===== src/rtl/assert_macros.svh =====
// Assertion macros shared by the RTL modules.
// Each macro expects signals named clk and rst_n in the scope where it is used.
`ifndef ASSERT_MACROS_SVH
`define ASSERT_MACROS_SVH

// The condition holds whenever the trigger holds, in the same cycle.
`define ASSERT_IMPL(lbl, trig, cond) \
  lbl: assert property (@(posedge clk) disable iff (!rst_n) (trig) |-> (cond)) \
    else $error("assertion failed: same-cycle implication");

// The condition holds starting in the cycle after the trigger.
`define ASSERT_NEXT(lbl, trig, cond) \
  lbl: assert property (@(posedge clk) disable iff (!rst_n) (trig) |=> (cond)) \
    else $error("assertion failed: next-cycle implication");

`endif


===== src/rtl/iftf_pkg.sv =====
`default_nettype none
package iftf_pkg;

  localparam int INTERNAL_PRECISION = 14;
  localparam int FILTER_PRECISION   = 6;

  localparam int NUM_TAPS  = 8;
  localparam int SAMPLE_W  = 16;
  localparam int TAP_W     = 8;
  localparam int CFG_W     = 32;
  localparam int CFG_IDX_W = 3;
  localparam int DEPTH_W   = 4;

  // Product of one sample and one tap, then the widths of the adder tree.
  localparam int PROD_W = SAMPLE_W + TAP_W;
  localparam int SUM_W  = PROD_W + $clog2(NUM_TAPS);
  // Largest offset magnitude is 2^(IP-1+FP) plus the rounding term.
  localparam int OFFS_W = INTERNAL_PRECISION + FILTER_PRECISION + 1;
  localparam int ACC_W  = ((SUM_W > OFFS_W) ? SUM_W : OFFS_W) + 1;
  // Largest shift is FP plus the largest headroom, which is FP.
  localparam int SHIFT_W = $clog2(2 * FILTER_PRECISION + 1);

  localparam int DEPTH_MIN = INTERNAL_PRECISION - FILTER_PRECISION;
  localparam int DEPTH_MAX = INTERNAL_PRECISION;

  typedef enum logic [CFG_IDX_W-1:0] {
    REG_TAPS_LOW    = 3'd0,
    REG_TAPS_HIGH   = 3'd1,
    REG_EIGHT_TAPS  = 3'd2,
    REG_FIRST_STAGE = 3'd3,
    REG_LAST_STAGE  = 3'd4,
    REG_BIT_DEPTH   = 3'd5
  } cfg_reg_t;

  typedef logic signed [SAMPLE_W-1:0] sample_t;

  // Accumulator handed from the MAC pipeline to the output stage.
  typedef struct packed {
    logic                    valid;
    logic signed [ACC_W-1:0] acc;
  } acc_t;

  // Bit depth saturated into the supported range.
  function automatic logic [DEPTH_W-1:0] sat_depth(input logic [DEPTH_W-1:0] d);
    logic [DEPTH_W-1:0] r;
    r = d;
    if (d < DEPTH_W'(DEPTH_MIN)) r = DEPTH_W'(DEPTH_MIN);
    if (d > DEPTH_W'(DEPTH_MAX)) r = DEPTH_W'(DEPTH_MAX);
    return r;
  endfunction

  function automatic logic [SHIFT_W-1:0] stage_shift(input logic first,
                                                     input logic last,
                                                     input logic [DEPTH_W-1:0] depth);
    logic [SHIFT_W-1:0] headroom;
    logic [SHIFT_W-1:0] r;
    headroom = SHIFT_W'(INTERNAL_PRECISION) - SHIFT_W'(depth);
    r = SHIFT_W'(FILTER_PRECISION);
    if (last && !first) r = SHIFT_W'(FILTER_PRECISION) + headroom;
    if (!last && first) r = SHIFT_W'(FILTER_PRECISION) - headroom;
    return r;
  endfunction

  function automatic logic signed [OFFS_W-1:0] stage_offset(input logic first,
                                                            input logic last,
                                                            input logic [SHIFT_W-1:0] shift);
    logic signed [OFFS_W-1:0] one;
    logic signed [OFFS_W-1:0] ioffs;
    logic signed [OFFS_W-1:0] r;
    one   = OFFS_W'(1);
    ioffs = one <<< (INTERNAL_PRECISION - 1);
    r     = '0;
    if (last) begin
      r = one <<< (shift - SHIFT_W'(1));
      if (!first) r = r + (ioffs <<< FILTER_PRECISION);
    end else if (first) begin
      r = -(ioffs <<< shift);
    end
    return r;
  endfunction

endpackage
`default_nettype wire


===== src/rtl/iftf_mac.sv =====
`default_nettype none
`include "assert_macros.svh"
// Four-stage multiply and adder tree: products, pair sums, quad sums, total plus offset.
module iftf_mac (
  input  wire logic                                          clk,
  input  wire logic                                          rst_n,
  input  wire logic                                          in_valid,
  input  wire iftf_pkg::sample_t                             samples [iftf_pkg::NUM_TAPS],
  input  wire logic [iftf_pkg::NUM_TAPS*iftf_pkg::TAP_W-1:0] taps,
  input  wire logic                                          eight_taps,
  input  wire logic signed [iftf_pkg::OFFS_W-1:0]            offset,
  output iftf_pkg::acc_t                                     acc
);

  localparam int N      = iftf_pkg::NUM_TAPS;
  localparam int PROD_W = iftf_pkg::PROD_W;
  localparam int ACC_W  = iftf_pkg::ACC_W;
  localparam int TAP_W  = iftf_pkg::TAP_W;

  logic signed [PROD_W-1:0] prod_r   [N];
  logic signed [PROD_W-1:0] prod_nxt [N];
  logic signed [PROD_W:0]   pair_r   [N/2];
  logic signed [PROD_W:0]   pair_nxt [N/2];
  logic signed [PROD_W+1:0] quad_r   [N/4];
  logic signed [PROD_W+1:0] quad_nxt [N/4];
  logic signed [ACC_W-1:0]  acc_r;
  logic signed [ACC_W-1:0]  acc_nxt;
  logic [3:0]               valid_r;
  logic [3:0]               valid_nxt;

  always_comb begin
    for (int i = 0; i < N; i++) begin
      if (eight_taps || i < N / 2) begin
        prod_nxt[i] = PROD_W'(samples[i] * $signed(taps[i*TAP_W +: TAP_W]));
      end else begin
        prod_nxt[i] = '0;
      end
    end
    for (int j = 0; j < N / 2; j++) begin
      pair_nxt[j] = (PROD_W+1)'(prod_r[2*j]) + (PROD_W+1)'(prod_r[2*j+1]);
    end
    for (int k = 0; k < N / 4; k++) begin
      quad_nxt[k] = (PROD_W+2)'(pair_r[2*k]) + (PROD_W+2)'(pair_r[2*k+1]);
    end
    acc_nxt   = ACC_W'(quad_r[0]) + ACC_W'(quad_r[1]) + ACC_W'(offset);
    valid_nxt = {valid_r[2:0], in_valid};
  end

  always_ff @(posedge clk) begin
    prod_r <= prod_nxt;
    pair_r <= pair_nxt;
    quad_r <= quad_nxt;
    acc_r  <= acc_nxt;
  end

  always_ff @(posedge clk) begin
    if (!rst_n) begin
      valid_r <= '0;
    end else begin
      valid_r <= valid_nxt;
    end
  end

  assign acc.valid = valid_r[3];
  assign acc.acc   = acc_r;

  // With four taps the upper products must not contribute.
  `ASSERT_IMPL(a_four_tap_mask, valid_r[0] && !eight_taps, prod_r[4] == '0 && prod_r[5] == '0 && prod_r[6] == '0 && prod_r[7] == '0)
  // A product moves on to the pair sums in the next cycle.
  `ASSERT_NEXT(a_first_advance, valid_r[0], valid_r[1])
  // A quad sum reaches the accumulator output in the next cycle.
  `ASSERT_NEXT(a_last_advance, valid_r[2], acc.valid)

endmodule
`default_nettype wire


===== src/rtl/interpolation_fir_tap_filter.sv =====
`default_nettype none
`include "assert_macros.svh"
// Channel   Ports                                   Handshake
// input     start, busy, in_sample_0..7             taken when start && !busy
// result    out_valid, out_filtered_sample          one-cycle strobe, always taken
// config    cfg_we, cfg_index, cfg_data             written when cfg_we is high
//
// The filter is a five-stage pipeline taking one item every cycle while busy is low.
// A result reaches out_valid via the product, pair, quad, acc and result registers.
// Synchronous reset clears the valid bits and sets the config defaults; busy is high
// in reset, is cleared once reset is released, and stays low from then on.
// The receiver cannot stall, so the pipeline never holds and no item is dropped.
module interpolation_fir_tap_filter (
  input  wire logic                                  clk,
  input  wire logic                                  rst_n,
  input  wire logic                                  start,
  output logic                                       busy,
  input  wire logic signed [iftf_pkg::SAMPLE_W-1:0]  in_sample_0,
  input  wire logic signed [iftf_pkg::SAMPLE_W-1:0]  in_sample_1,
  input  wire logic signed [iftf_pkg::SAMPLE_W-1:0]  in_sample_2,
  input  wire logic signed [iftf_pkg::SAMPLE_W-1:0]  in_sample_3,
  input  wire logic signed [iftf_pkg::SAMPLE_W-1:0]  in_sample_4,
  input  wire logic signed [iftf_pkg::SAMPLE_W-1:0]  in_sample_5,
  input  wire logic signed [iftf_pkg::SAMPLE_W-1:0]  in_sample_6,
  input  wire logic signed [iftf_pkg::SAMPLE_W-1:0]  in_sample_7,
  output logic                                       out_valid,
  output logic signed [iftf_pkg::SAMPLE_W-1:0]       out_filtered_sample,
  input  wire logic                                  cfg_we,
  input  wire logic [iftf_pkg::CFG_IDX_W-1:0]        cfg_index,
  input  wire logic [iftf_pkg::CFG_W-1:0]            cfg_data
);

  localparam int SAMPLE_W = iftf_pkg::SAMPLE_W;
  localparam int DEPTH_W  = iftf_pkg::DEPTH_W;
  localparam int SHIFT_W  = iftf_pkg::SHIFT_W;
  localparam int ACC_W    = iftf_pkg::ACC_W;

  // Configuration registers. The user must change them only while the pipeline
  // is empty, not enforced here; derived shift, offset and clip limit are plain logic.
  logic [iftf_pkg::CFG_W-1:0] taps_low_r;
  logic [iftf_pkg::CFG_W-1:0] taps_high_r;
  logic                       eight_taps_r;
  logic                       first_stage_r;
  logic                       last_stage_r;
  logic [DEPTH_W-1:0]         bit_depth_r;

  always_ff @(posedge clk) begin
    if (!rst_n) begin
      taps_low_r    <= '0;
      taps_high_r   <= '0;
      eight_taps_r  <= 1'b1;
      first_stage_r <= 1'b1;
      last_stage_r  <= 1'b1;
      bit_depth_r   <= DEPTH_W'(8);
    end else if (cfg_we) begin
      case (cfg_index)
        iftf_pkg::REG_TAPS_LOW:    taps_low_r    <= cfg_data;
        iftf_pkg::REG_TAPS_HIGH:   taps_high_r   <= cfg_data;
        iftf_pkg::REG_EIGHT_TAPS:  eight_taps_r  <= cfg_data[0];
        iftf_pkg::REG_FIRST_STAGE: first_stage_r <= cfg_data[0];
        iftf_pkg::REG_LAST_STAGE:  last_stage_r  <= cfg_data[0];
        iftf_pkg::REG_BIT_DEPTH:   bit_depth_r   <= cfg_data[DEPTH_W-1:0];
        default: begin
        end
      endcase
    end
  end

  // Busy only guards the cycles around reset; afterwards every start is taken.
  logic busy_r;

  always_ff @(posedge clk) begin
    if (!rst_n) begin
      busy_r <= 1'b1;
    end else begin
      busy_r <= 1'b0;
    end
  end

  assign busy = busy_r;

  logic                            accept;
  logic [DEPTH_W-1:0]              depth;
  logic [SHIFT_W-1:0]              shift;
  logic signed [iftf_pkg::OFFS_W-1:0] offset;
  logic [SAMPLE_W-1:0]             max_pixel;

  assign accept    = start && !busy_r;
  assign depth     = iftf_pkg::sat_depth(bit_depth_r);
  assign shift     = iftf_pkg::stage_shift(first_stage_r, last_stage_r, depth);
  assign offset    = iftf_pkg::stage_offset(first_stage_r, last_stage_r, shift);
  assign max_pixel = (SAMPLE_W'(1) << depth) - SAMPLE_W'(1);

  iftf_pkg::sample_t samples [iftf_pkg::NUM_TAPS];

  assign samples[0] = in_sample_0;
  assign samples[1] = in_sample_1;
  assign samples[2] = in_sample_2;
  assign samples[3] = in_sample_3;
  assign samples[4] = in_sample_4;
  assign samples[5] = in_sample_5;
  assign samples[6] = in_sample_6;
  assign samples[7] = in_sample_7;

  // Stages one to four: products, two adder-tree levels, and total plus offset.
  iftf_pkg::acc_t mac_out;

  iftf_mac u_mac (
    .clk        (clk),
    .rst_n      (rst_n),
    .in_valid   (accept),
    .samples    (samples),
    .taps       ({taps_high_r, taps_low_r}),
    .eight_taps (eight_taps_r),
    .offset     (offset),
    .acc        (mac_out)
  );

  // Stage five: arithmetic shift (floor), wrap to 16 bits, and clip on the last stage.
  logic signed [ACC_W-1:0]    shifted;
  logic signed [SAMPLE_W-1:0] wrapped;
  logic signed [SAMPLE_W-1:0] result_nxt;
  logic signed [SAMPLE_W-1:0] result_r;
  logic                       out_valid_r;

  always_comb begin
    shifted    = mac_out.acc >>> shift;
    wrapped    = shifted[SAMPLE_W-1:0];
    result_nxt = wrapped;
    if (last_stage_r) begin
      if (wrapped < 0) begin
        result_nxt = '0;
      end else if ($unsigned(wrapped) > max_pixel) begin
        result_nxt = $signed(max_pixel);
      end
    end
  end

  always_ff @(posedge clk) begin
    result_r <= result_nxt;
  end

  always_ff @(posedge clk) begin
    if (!rst_n) begin
      out_valid_r <= 1'b0;
    end else begin
      out_valid_r <= mac_out.valid;
    end
  end

  assign out_valid           = out_valid_r;
  assign out_filtered_sample = result_r;

  // Every item taken comes out on out_valid.
  `ASSERT_NEXT(a_latency, accept, ##4 out_valid)
  // A result never appears without a matching item taken before it.
  `ASSERT_IMPL(a_no_phantom, out_valid, $past(accept, 5))
  // On the last stage every result lies in the pixel range.
  `ASSERT_IMPL(a_clip_range, out_valid && last_stage_r, out_filtered_sample >= 0 && $unsigned(out_filtered_sample) <= max_pixel)

endmodule
`default_nettype wire

===== config.mk =====
export PLATFORM = sky130hd
export DESIGN_NAME = interpolation_fir_tap_filter
export DESIGN_NICKNAME = d
export VERILOG_FILES = /design/src/rtl/iftf_pkg.sv /design/src/rtl/iftf_mac.sv /design/src/rtl/interpolation_fir_tap_filter.sv
export VERILOG_INCLUDE_DIRS = /design/src /design/src/rtl
export SDC_FILE = /design/constraint.sdc
export NUM_CORES = 2
export LEC_CHECK = 0
export ABC_AREA = 1
export BUFFER_PORTS_ARGS = -buffer_cell sky130_fd_sc_hd__buf_4
export CAP_MARGIN = 5
export CORE_MARGIN = 5
export CORE_UTILIZATION = 65
export DETAILED_ROUTE_END_ITERATION = 8
export HOLD_SLACK_MARGIN = 0.1
export PLACE_DENSITY_LB_ADDON = 0.1
export SYNTH_ARGS = -nofsm -noshare
export SYNTH_HDL_FRONTEND = slang
export SYNTH_HIERARCHICAL = 1
export SYNTH_SLANG_ARGS = --single-unit

===== constraint.sdc =====
create_clock -name clk -period 7.3 [get_ports clk]
set_clock_uncertainty 0.2 [all_clocks]
set_input_delay 0.365 -clock clk [delete_from_list [all_inputs] [get_ports clk]]
set_output_delay 0.365 -clock clk [all_outputs]
set_load 0.01 [all_outputs]

==> impl_metrics.env <==
export IMPL_grt_overflow=0
export IMPL_num_rows=116
export IMPL_synth_area_leader_cell="fa_1"
export IMPL_drt_iter0_markers=4257
export IMPL_grt_start_max_net_pins=86
export IMPL_clkPwrFrac_pct=21.5
export IMPL_drive_above_1_share_pct=4.34
export IMPL_cts_tree="done"
export IMPL_setup_viol_count_final=0
export IMPL_p_leak_nw=42.8
export IMPL_peakVddDrop_v=0.000199
export IMPL_end_kind="flip-flop"
export IMPL_cp_start_kind="flip-flop"
export IMPL_synth_top_cell_area_share_pct=26.4
export IMPL_cts_root_buffer="clkbuf_16"
export IMPL_yosysUniqueCellTypes=52
export IMPL_dr_total_vias=56700
export IMPL_die_h_um=326
export IMPL_cts_setup_buffers=0
export IMPL_rsz0062_at_grt="false"
export IMPL_max_freq_mhz=164
export IMPL_initial_core_util_pct=65.2
export IMPL_post_route_period_util_pct=83.6
export IMPL_hold_class="input port to flip-flop"
export IMPL_setup_tns_ns=0
export IMPL_ys_warn_count=6
export IMPL_pwr_share_comb_pct=50.6
export IMPL_cts_clk_slew_worst_paths_ns=0.07
export IMPL_numCtsBuffers=55
export IMPL_switching_power_mw=6.32
export IMPL_grt_pass1_wl_um=285000
export IMPL_post_cts_resized=0
export IMPL_core_sq_um=99700
export IMPL_synth_async_reset_ratio_pct=0
export IMPL_drcViolationCount=0
export IMPL_via_per_inst=5.30
export IMPL_io_buffers=184
export IMPL_synth_edf_count=0
export IMPL_insertion_delay_ns=0.64
export IMPL_tightest_slew_ns=1.16
export IMPL_wl_um=173000
export IMPL_arrival_ns=6.44
export IMPL_relSlewSlack_pct=22.7
export IMPL_clkSinkCount=465
export IMPL_finalHoldViolations=0
export IMPL_p_sw_share_pct=46.0
export IMPL_p_seq_share_pct=28.0
export IMPL_fp_dieArea_sq_um=106000
export IMPL_dp_hpwl_um=143000
export IMPL_area_growth_pct=6.68
export IMPL_status="finished clean"
export IMPL_critical_path_required_ns=7.63
export IMPL_path_class="flip-flop to flip-flop"
export IMPL_nets=10900
export IMPL_synth_area_per_cell_sq_um=6.96
export IMPL_htreeDepth=2
export IMPL_ant_nets=0
export IMPL_io_pins=185
export IMPL_cp_max_fo=27
export IMPL_fp_dieW_um=326
export IMPL_grt_total_usage_pct=32.6
export IMPL_clockBufferDepth=3
export IMPL_first_global_vias=57500
export IMPL_post_drt_wl_per_cell_um=16.2
export IMPL_synth_ff_type="dfxtp_1"
export IMPL_slew_violations=0
export IMPL_dr_pass1_iters=6
export IMPL_post_route_util_pct=69.5
export IMPL_min_period_ns=6.11
export IMPL_internal_power_mw=7.41
export IMPL_maxCapViolCount=0
export IMPL_place_gp_congestion=1.01
export IMPL_seq_area_frac_synth_pct=14.3
export IMPL_power_density_nw_per_um2=198
export IMPL_ys_ff_latch=465
export IMPL_post_synth_instance_area_sq_um=65000
export IMPL_ys_top_cells_by_area="fa_1, dfxtp_1, nand2_1, inv_1, ha_1"
export IMPL_synth_nets=10900
export IMPL_synthCells=9338
export IMPL_grt_antenna_before_repair=4
[power by group through the flow]
stage | sequential [mW] | combinational, mW | clock (mW)
floorplan | 3.53 | 4.94 | 0
global placement | 3.89 | 6.72 | 0
detailed placement | 3.88 | 6.78 | 0
CTS | 3.84 | 6.86 | 3.00
global route | 3.87 | 7.78 | 3.11
finish | 3.84 | 6.95 | 2.95
[worst max-delay path, cell delays in order (launching register included)]
cell     delay, ns
dfxtp_1       0.40
nand2_2       0.09
nor2_4        0.52
ha_1          0.29
xnor2_1       0.16
inv_1         0.07
ha_1          0.28
nand2_1       0.08
o21ai_4       0.21
inv_2         0.28
nor2_2        0.43
nand2_1       0.16
ha_1          0.26
inv_1         0.06
a21oi_1       0.06
inv_1         0.10
a21oi_1       0.04
o31ai_1       0.53
fa_1          0.50
ha_1          0.39
nand2_1       0.12
nor2_1        0.21
inv_1         0.07
nor2_1        0.13
nand4_1       0.16
nand4_1       0.14
nand2_1       0.06
[final timing paths]
path | start | end | depth (start not counted) | slack [ns]
max | bit_depth_r[3] | u_mac/acc_r[20] | 26 | 1.19
min | in_sample_6[1] | u_mac/prod_r[25] | 6 | 0.16
max reg2reg | bit_depth_r[3] | u_mac/acc_r[20] | 26 | 1.19
min reg2reg | u_mac/valid_r[0] | u_mac/valid_r[1] | 2 | 0.22
[synth_stat cells, types with 3 or more instances]
| library cell | number |
|---|---|
| nand2_4 | 3 |
| nor3_1 | 40 |
| nand2b_1 | 5 |
| nor3_2 | 3 |
| ha_1 | 551 |
| nand3_1 | 335 |
| nor4_1 | 12 |
| a21o_1 | 4 |
| nand4_1 | 126 |
| o21a_1 | 12 |
| inv_2 | 7 |
| buf_4 | 8 |
| buf_2 | 13 |
| nand3b_1 | 21 |
| dfxtp_1 | 465 |
| nor2_1 | 683 |
| inv_1 | 2393 |
| nand3_2 | 7 |
| xnor2_1 | 60 |
| o21ai_2 | 11 |
| nor2_2 | 18 |
| o21bai_1 | 21 |
| xor2_1 | 147 |
| nor2_4 | 3 |
| buf_1 | 16 |
| o21ai_0 | 291 |
| o21ai_1 | 11 |
| clkbuf_2 | 20 |
| nor3b_2 | 6 |
| clkbuf_1 | 246 |
| nand2_2 | 29 |
| o21bai_2 | 5 |
| o211ai_1 | 3 |
| clkinv_1 | 3 |
| and2_1 | 12 |
| nand2_1 | 2438 |
| a31oi_1 | 4 |
| buf_6 | 4 |
| fa_1 | 857 |
| a21oi_1 | 415 |
| or2_2 | 19 |
[cell type report]
class / instances / area [sq um]
clock inverter: 35 / 432
antenna: 3 / 7.51
fill: 8602 / 30400
tap: 1298 / 1620
sequential: 465 / 9310
inverter: 2403 / 9020
clock buffer: 67 / 1480
multi-input combinational: 6163 / 45400
timing repair buffer: 253 / 2040
[state kept, by name (all words and copies together), names as in the netlist]
name,cells
eight_taps_r,1
last_stage_r,1
first_stage_r,1
u_mac/acc_r,28
bit_depth_r,4
u_mac/pair_r,100
u_mac/valid_r,4
taps_low_r,32
taps_high_r,32
u_mac/quad_r,52
out_valid,1
u_mac/prod_r,192
busy,1
out_filtered_sample,16
[layer usage]
| metal | up-vias | part of all wire [%] | track usage, % |
|---|---|---|---|
| met5 | - | 0.015 | 0 |
| met4 | 4 | 3.1 | 9.82 |
| met3 | 355 | 6.7 | 4.90 |
| met2 | 1870 | 48 | 56.6 |
| met1 | 26900 | 42 | 42.3 |
| li1 | 27600 | - | - |
[what timing repair did]
item | CTS | global route
hold endpoints to repair | 95 | 0
setup endpoints to repair | 0 | 0
hold buffers | 57 | 0
[metrics by stage]
| stage | total power, mW | hold slack (ns) | std cells | instance area, sq um | setup WS, ns |
|---|---|---|---|---|---|
| after floorplan | 8.47 | 0.186 | 9338 | 65000 | 2.58 |
| after global placement | 10.6 | 0.192 | 10500 | 66800 | 1.44 |
| after detailed placement | 10.7 | 0.207 | 10500 | 66800 | 1.32 |
| after CTS | 13.7 | 0.124 | 10700 | 69300 | 1.29 |
| after global routing | 14.8 | 0.178 | 10700 | 69300 | 0.708 |
| final | 13.7 | 0.163 | 10700 | 69300 | 1.19 |
[placed cells by master, fill, tap and decap left out, types with 9 or more instances in the layout]
master	n
clkinv_2	9
o21bai_1	21
nor4_1	12
buf_4	196
nand3b_1	21
o21a_1	12
xnor2_1	60
o21ai_2	12
nand3_1	335
o21ai_1	10
nand4_1	126
and2_1	12
ha_1	551
nor3_1	40
nor2_1	682
inv_1	2393
o21ai_0	291
clkbuf_16	56
xor2_1	147
fa_1	857
or2_2	19
dlygate4sd3_1	57
nand2_2	29
nor2_2	19
nand2_1	2438
dfxtp_1	464
a21oi_1	415
[cell families after synthesis]
| kind of cell | share of synthesized area, % |
|---|---|
| flops | 14.3 |
| compound gates | 6.39 |
| buf+inv | 15.8 |
| xor+xnor | 2.79 |
| simple gates | 23.7 |
| fa+ha+maj | 37.0 |
(Power assumes the default switching activity.)
